[src/rtl/iptcs_pkg.sv]
// Shared types, constants and one's complement helpers for the IP/TCP/UDP
// checksum engine. No dependencies.
`timescale 1ns / 1ps

package iptcs_pkg;

    localparam logic [1:0] MODE_IPV4 = 2'd0;
    localparam logic [1:0] MODE_TCP  = 2'd1;
    localparam logic [1:0] MODE_UDP  = 2'd2;
    localparam logic [1:0] MODE_RSVD = 2'd3;

    localparam logic [15:0] PROTO_TCP = 16'd6;
    localparam logic [15:0] PROTO_UDP = 16'd17;

    localparam logic [3:0] POS_IPV4  = 4'd5;
    localparam logic [3:0] POS_TCP   = 4'd8;
    localparam logic [3:0] POS_UDP   = 4'd3;
    localparam logic [3:0] INDEX_MAX = 4'd15;

    localparam logic [15:0] HIGH_BYTE_MASK = 16'hFF00;
    localparam logic [15:0] ALL_ONES       = 16'hFFFF;
    localparam logic [15:0] ALL_ZEROS      = 16'h0000;

    // One captured input word, pseudo-header already folded.
    typedef struct packed {
        logic [1:0]  mode;
        logic        first;
        logic [15:0] data;
        logic        half;
        logic        last;
        logic [15:0] psum;
    } word_t;

    // End-around carry add; a single fold never overflows 16 bits.
    function automatic logic [15:0] oc_add(input logic [15:0] a, input logic [15:0] b);
        logic [16:0] s;
        logic [16:0] f;
        begin
            s = {1'b0, a} + {1'b0, b};
            f = {1'b0, s[15:0]} + {16'd0, s[16]};
            return f[15:0];
        end
    endfunction

    // Folded one's complement sum of the pseudo-header fields.
    function automatic logic [15:0] pseudo_sum(
        input logic [31:0] src,
        input logic [31:0] dst,
        input logic [15:0] proto,
        input logic [15:0] len
    );
        logic [18:0] s;
        logic [16:0] t;
        logic [16:0] u;
        begin
            s = {3'd0, src[31:16]} + {3'd0, src[15:0]} + {3'd0, dst[31:16]}
              + {3'd0, dst[15:0]} + {3'd0, proto} + {3'd0, len};
            t = {1'b0, s[15:0]} + {14'd0, s[18:16]};
            u = {1'b0, t[15:0]} + {16'd0, t[16]};
            return u[15:0];
        end
    endfunction

    function automatic logic [3:0] check_pos(input logic [1:0] mode);
        logic [3:0] p;
        begin
            unique case (mode)
                MODE_TCP: p = POS_TCP;
                MODE_UDP: p = POS_UDP;
                default:  p = POS_IPV4;
            endcase
            return p;
        end
    endfunction

endpackage

[src/rtl/iptcs_core.sv]
// Running sum state and per-word checksum update for the checksum engine.
// Depends on iptcs_pkg.
`timescale 1ns / 1ps

module iptcs_core (
    input  logic                 clk,
    input  logic                 rst_n,
    input  logic                 go,
    input  iptcs_pkg::word_t     word,
    output logic [15:0]          checksum
);
    import iptcs_pkg::*;

    logic [15:0] sum_reg;
    logic [15:0] sum_next;
    logic [3:0]  idx_reg;
    logic [3:0]  idx_next;
    logic [1:0]  mode_reg;
    logic [1:0]  mode_next;

    logic [15:0] base;
    logic [3:0]  idx;
    logic [15:0] data;
    logic [15:0] inv;

    always_comb
    begin
        mode_next = word.first ? word.mode : mode_reg;
        idx       = word.first ? 4'd0 : idx_reg;
        if (word.first)
        begin
            base = (mode_next == MODE_IPV4) ? ALL_ZEROS : word.psum;
        end
        else
        begin
            base = sum_reg;
        end

        data = word.half ? (word.data & HIGH_BYTE_MASK) : word.data;
        // checksum field itself counts as zero
        if (idx == check_pos(mode_next))
        begin
            data = ALL_ZEROS;
        end

        sum_next = oc_add(base, data);
        idx_next = (idx == INDEX_MAX) ? INDEX_MAX : idx + 4'd1;

        inv = ~sum_next;
        if (mode_next == MODE_UDP && inv == ALL_ZEROS)
        begin
            checksum = ALL_ONES;
        end
        else
        begin
            checksum = inv;
        end
    end

    always_ff @(posedge clk or negedge rst_n)
    begin
        if (!rst_n)
        begin
            sum_reg  <= ALL_ZEROS;
            idx_reg  <= 4'd0;
            mode_reg <= MODE_IPV4;
        end
        else if (go)
        begin
            sum_reg  <= sum_next;
            idx_reg  <= idx_next;
            mode_reg <= mode_next;
        end
    end

endmodule

[src/rtl/ip_tcp_udp_checksum_engine.sv]
// Top level of the IP/TCP/UDP checksum engine: input word register, output
// result register and handshakes. Depends on iptcs_pkg and iptcs_core.
`timescale 1ns / 1ps

// Usage:
//   Input channel (in_valid / in_stall) carries one 16-bit packet word per
//   transfer with its framing bits (first, last, half_word), the mode in op
//   and, for the first word, the pseudo-header fields src_addr, dst_addr and
//   seg_len. Output channel (out_valid / out_stall) carries one checksum per
//   packet, produced by the word marked last.
//   A last word is held in the input register and, once the result slot is
//   free, is summed into the result register, which raises out_valid; the
//   checksum is then held there until it is taken.
//   Throughput: one word per cycle while no last word waits on a stalled
//   receiver; the running sum is a single end-around-carry add per word,
//   and the pseudo-header is folded while the first word is captured.
//   Reset clears the running sum, word index and mode, and empties both
//   registers. When the receiver stalls, the result register holds; words
//   without last keep flowing, and a last word waits in the input register,
//   with in_stall high, until the result slot frees.
module ip_tcp_udp_checksum_engine (
    input  logic        clk,
    input  logic        rst_n,
    input  logic        in_valid,
    output logic        in_stall,
    input  logic [1:0]  op,
    input  logic        first,
    input  logic [15:0] data_word,
    input  logic        half_word,
    input  logic        last,
    input  logic [31:0] src_addr,
    input  logic [31:0] dst_addr,
    input  logic [15:0] seg_len,
    output logic        out_valid,
    input  logic        out_stall,
    output logic [15:0] checksum
);
    import iptcs_pkg::*;

    logic        s1_valid_reg;
    word_t       s1_word_reg;
    word_t       s1_word_next;
    logic        out_valid_reg;
    logic [15:0] checksum_reg;
    logic [15:0] core_checksum;
    logic        go;
    logic        accept;
    logic [1:0]  mode_in;

    assign go       = s1_valid_reg && (!s1_word_reg.last || !out_valid_reg || !out_stall);
    assign in_stall = s1_valid_reg && !go;
    assign accept   = in_valid && !in_stall;

    always_comb
    begin
        mode_in = (op == MODE_RSVD) ? MODE_IPV4 : op;
        s1_word_next.mode  = mode_in;
        s1_word_next.first = first;
        s1_word_next.data  = data_word;
        s1_word_next.half  = half_word;
        s1_word_next.last  = last;
        s1_word_next.psum  = pseudo_sum(src_addr, dst_addr,
                                        (mode_in == MODE_TCP) ? PROTO_TCP : PROTO_UDP,
                                        seg_len);
    end

    always_ff @(posedge clk or negedge rst_n)
    begin
        if (!rst_n)
        begin
            s1_valid_reg <= 1'b0;
        end
        else if (accept)
        begin
            s1_valid_reg <= 1'b1;
        end
        else if (go)
        begin
            s1_valid_reg <= 1'b0;
        end
    end

    always_ff @(posedge clk)
    begin
        if (accept)
        begin
            s1_word_reg <= s1_word_next;
        end
    end

    iptcs_core u_core (
        .clk      (clk),
        .rst_n    (rst_n),
        .go       (go),
        .word     (s1_word_reg),
        .checksum (core_checksum)
    );

    always_ff @(posedge clk or negedge rst_n)
    begin
        if (!rst_n)
        begin
            out_valid_reg <= 1'b0;
        end
        else if (go && s1_word_reg.last)
        begin
            out_valid_reg <= 1'b1;
        end
        else if (!out_stall)
        begin
            out_valid_reg <= 1'b0;
        end
    end

    always_ff @(posedge clk)
    begin
        if (go && s1_word_reg.last)
        begin
            checksum_reg <= core_checksum;
        end
    end

    assign out_valid = out_valid_reg;
    assign checksum  = checksum_reg;

endmodule
[config.mk]
export PLATFORM = sky130hd
export DESIGN_NAME = ip_tcp_udp_checksum_engine
export DESIGN_NICKNAME = d
export VERILOG_FILES = /design/src/rtl/iptcs_pkg.sv /design/src/rtl/iptcs_core.sv /design/src/rtl/ip_tcp_udp_checksum_engine.sv
export SDC_FILE = /design/constraint.sdc
export NUM_CORES = 1
export LEC_CHECK = 0
export ABC_CLOCK_PERIOD_IN_PS = 6100
export BUFFER_PORTS_ARGS = -buffer_cell sky130_fd_sc_hd__buf_4
export CORE_MARGIN = 2
export CORE_UTILIZATION = 45
export DETAILED_ROUTE_END_ITERATION = 16
export HOLD_SLACK_MARGIN = 0.12
export PLACE_DENSITY = 0.77
export SYNTH_ARGS = -nofsm -noshare
export SYNTH_HDL_FRONTEND = slang
export SYNTH_HIERARCHICAL = 1
export SYNTH_SLANG_ARGS = --single-unit
[constraint.sdc]
create_clock -name clk -period 6.1 [get_ports clk]
set_clock_uncertainty 0.2 [all_clocks]
set_input_delay 0.61 -clock clk [delete_from_list [all_inputs] [get_ports clk]]
set_output_delay 0.61 -clock clk [all_outputs]
set_load 0.005 [all_outputs]
### After elaboration in Yosys (flattened, before gate mapping)

Index checks and enable logic that the tools add are counted.

* shifts and indexed selects: 0
* $lt $le $gt $ge: 0
* add/subtract/negate cells: 10
* multipliers: 0
* equal/unequal tests: 7
* reduce and logical (&&, ||, !) cells: 15
* bitwise operators: 1
* muxes and demuxes: 14
* div/mod/pow operators: 0

Operator list (number)
* 16-bit two-way mux: 3
* 16-bit by 16-bit adder with 17-bit output: 2
* 16-bit by 1-bit adder with 16-bit output: 2
* 18-bit by 16-bit adder with 19-bit output: 1
* 19-bit by 16-bit adder with 19-bit output: 1
* 19-bit by 5-bit adder with 19-bit output: 1
* 17-bit by 16-bit adder with 18-bit output: 1
* 16-bit by 3-bit adder with 17-bit output: 1
* 16-bit zero test: 1
* 16-bit NOT: 1
* 4-bit two-way mux: 2
* 8-bit two-way mux: 1
* 4-bit case mux with 2 select lines: 1
* 1-bit logical AND: 5
* 1-bit zero test: 5
* 5-bit two-way mux: 1
* 4-bit by 1-bit adder with 4-bit output (second input constant): 1
* 2-bit by 1-bit == test with 1-bit output (second input constant): 2
* 2-bit == test (second input constant): 2
* 4-bit == test: 1
* 4-bit == test (second input constant): 1
* 1-bit two-way mux: 4
* 2-bit two-way mux: 2
* 2-bit zero test: 1
* other kinds (3): 4

* ROM bits: 0
* input bits: 105
* output and inout port bits: 18
* memories kept: 0
* bits in writable memories: 0
* word-level logic and storage cells: 59
* register bits: 77
* bits in latches: 0

### Logic depth before layout (Yosys ltp)

* depth after elaboration: 10
* mapped depth: 40

### Cells and area by module

Netlist, hierarchy kept.

Modules (own cells, without submodules)
* ip_tcp_udp_checksum_engine: area an instance 4767.1 sq um, sequential area each 1641.6 sq um, instances 1, cells each 441
* iptcs_core: area an instance 2660.1 sq um, sequential area each 550.5 sq um, instances 1, cells each 344

### Least setup slack after synthesis

No wires, ideal clock.

* path type: input to register
* start point: input op[0]
* end point: register s1_word_reg[14] (netlist name) (data pin)
* cell stages on the path: 39
* data required time: 5.634 ns
* arrival time: 8.859 ns
* setup time: 0.266 ns
* slack: -3.225 ns
* cells stage by stage: nor2b_1 > fa_1 > fa_1 > inv_1 > fa_1 > inv_1 > ha_1 > inv_1 > fa_1 > nand2b_1 > a21o_1 > a221o_1 > nand2_1 > a21o_1 > a21o_1 > a21o_1 > a21oi_1 > xnor2_1 > [3 not listed] > nor2b_1 > o21bai_2 > nor4_2 > nand2_1 > nor3_1 > or3b_1 > nor3_1 > nor3b_1 > ha_1 > ha_1 > inv_1 > or2_2 > or4b_4 > a211oi_2 > nand4_1 > nor3b_2 > a31oi_1 > xor2_1

RTL lines
* from (decl): line ip_tcp_udp_checksum_engine.sv:26 `input logic [1:0] op,`
* to (signal assigned): line ip_tcp_udp_checksum_engine.sv:87 `s1_word_reg <= s1_word_next;`
* to (decl): line ip_tcp_udp_checksum_engine.sv:41 `word_t s1_word_reg;`

==> reports/results.ini <==
[drt]
vias_per_cell = 5.38
drcViolationCount = 0
totalWireLength_um = 24800
first_iter_violations = 492
ant_nets = 0
firstDrtPassIters = 5
num_vias = 7310
wl_per_cell_um = 18.3

[sta]
slew_viol_final = 0
fin_crit_sh_pct = 151
fmax_mhz = 109
relSlewSlack_pct = 58.9
setup-tns-final_ns = -39.33
finalHoldViolations = 0
worst_slew_pin_slew_ns = 0.616
fin_crit_ns = 9.18
finalSetupViolCount = 31
setup_ws_ns = -3.08
rsz0062_at_grt = yes

[run]
cap_violations = 0

[power]
power.switching_mw = 3.02
p_int_mw = 3.70
seqPwrFrac_pct = 13.3
clock_power_share_pct = 9.6
swShare_pct = 45.0
p_per_area_nw_per_um2 = 586
p_leak_nw = 5.60
ir_drop_mv = 0.340
power.share.combinational_pct = 77.1

[cells_and_area]
n_antenna_cell = 0
largest_register_ffs = 37
stdcell_count = 1360
layout-drive-gt1-share_pct = 43.6
area_growth_pct = 54.5
fin_nets = 1353
filler_cell_count = 1072
fin_util_pct = 71.7

[worst_setup_path]
critPathMaxFanout = 4
crit_required_ns = 5.98
cp-start-kind = primary input
worstSetupPathType = in2reg
reg2reg_depth = 29
arrival_ns = 9.06
crit_slowest_cell = fa_1
cp_slowest_stage_delay_ns = 0.51
crit_path_end_kind = flip-flop

[synthesis]
synth_seq_cells = 77
avgSynthCellArea_um2 = 9.46
synth_edf_count = 53
synth-main-ff-cell = edfxtp_1
syn-cell-area_um2 = 7430
synth_common_cells = 174 x inv_1, 55 x ha_1, 54 x fa_1
seq_area_frac_synth_pct = 29.5
synth_area_leaders = edfxtp_1 21%, fa_1 15%, ha_1 9.3%
synth.most_common_cell = inv_1
async_flop_share_pct = 31.2
yosysWarnings = 6
synth_top_area_cell = edfxtp_1
synthCells = 785
yosysUniqueCellTypes = 74
syn_nets = 999
synth_top_area_share_pct = 21.4

[placement]
place.detailed.hpwl_um = 14200
portBuffers = 122
post-place-ws_ns = -3.05
place_inst = 1247
gp_congestion = 0.883

[cts]
root_buffer = clkbuf_16
clkLatencyLatePin_ns = 0.34
path_clk_slew_ns = 0.07
cts_tree = yes
clockBufferDepth = 2
htree_levels = 3
cts.sinks = 77
cts_buffers = 9

[grt]
antenna_found_initial = 0
grt_overflow = 0
grt_max_degree = 44
grt_first_pass_wirelength_um = 35800
grt_usage_pct = 25.8
grt_pass1_vias = 7407

[status]
status = finished, violations left
violations = negative setup slack

[floorplan]
die_w_um = 132
dieArea_um2 = 17500
placement_rows = 46
ios = 123
die_h_um = 132
initial_utilization_pct = 46.4
core_um2 = 16000

[worst_hold_path]
worstHoldPathType = in2reg
min_path_cells = 1

## placed cells by master, fill, tap and decap left out, drive strengths merged, types with 8 or more instances in the layout
cell type,n
ha,55
nor2b,13
o21ai,44
nor4,8
buf,356
xnor2,36
fa,54
nor2,37
and2,12
clkbuf,10
a21o,14
nand4,11
dfrtp,24
nand3,14
inv,176
a21oi,32
edfxtp,53
nand2,47
a211oi,8
nor3,14
xor2,27
## through the flow
step / power, mW / instance area, um2 / hold slack [ns]
floorplan: 3.11 / 7530 / 0.114
detailed placement: 4.68 / 9690 / 0.303
global placement: 4.57 / 9690 / 0.303
finish: 6.72 / 11500 / 0.242
CTS: 5.77 / 11000 / 0.235
global route: 7.03 / 11500 / 0.234
## per-layer routing
metal / track usage, % / vias up / wire (um) / share of wire, %
li1: - / 3323 / - / -
met1: 26.7 / 3412 / 8500 / 34
met2: 47.2 / 429 / 12600 / 51
met3: 4.37 / 146 / 1610 / 6.5
met4: 18.0 / 0 / 2070 / 8.3
met5: 0 / - / 0 / 0
## logic make-up (layout without fill, tap and decap cells)
kind of cell / Yosys count / in the layout / synth area share [%]
AND/OR/NAND/NOR: 195 / 195 / 14.7
adder cells (fa/ha/maj): 110 / 110 / 24.0
AO/OA/AOI/OAI: 147 / 147 / 13.6
buffers and inverters: 188 / 547 / 9.64
flip-flops: 77 / 77 / 29.5
XOR/XNOR: 63 / 63 / 7.83
multiplexers: 5 / 5 / 0.691
## worst paths after layout
path	slack [ns]	end	start
worst max-delay path	-3.08	s1_word_reg[14]	op[1]
worst min-delay path	0.24	s1_word_reg[33]	data_word[15]
worst max register to register	-0.12	checksum[10]	s1_word_reg[34]
worst min register to register	0.33	u_core/sum_reg[14]	u_core/sum_reg[14]
max in group asynchronous	4.92	u_core/sum_reg[4]	rst_n
min in group asynchronous	0.52	u_core/mode_reg[0]	rst_n
## critical path: cells and delay by family
kind,cells,cell delay [ns]
xor gates and xnor gates,2,0.35
buffers and inverters,6,0.32
AOI/OAI and AO/OA,9,1.42
adders and majority gates,9,2.91
and+or+nand+nor,14,3.47
## timing repair
action                     CTS  global route
setup endpoints to repair   37            38
resized for setup           71            77
pin swaps                   28            53
hold endpoints to repair    24             0
hold buffers                 1             0
gates cloned                 1             1
setup buffers               98            22
## power groups by stage
stage	Clock, mW	Combinational, mW	Sequential, mW
4_1_cts	0.641	4.25	0.873
3_5_place_dp	0	3.80	0.880
3_3_place_gp	0	3.70	0.876
2_1_floorplan	0	2.24	0.870
5_1_grt	0.671	5.45	0.902
6_report	0.644	5.18	0.893
## final cells by class
type / instances / area [um2] / share of cell area [%]
Multi-Input combinational cell: 520 / 5180 / 45.1
Timing Repair Buffer: 357 / 2820 / 24.6
Sequential cell: 77 / 2190 / 19.1
Inverter: 174 / 656 / 5.71
Tap cell: 216 / 270 / 2.36
Clock buffer: 10 / 239 / 2.08
Clock inverter: 6 / 118 / 1.03
Power figures use the tool's default switching activity.
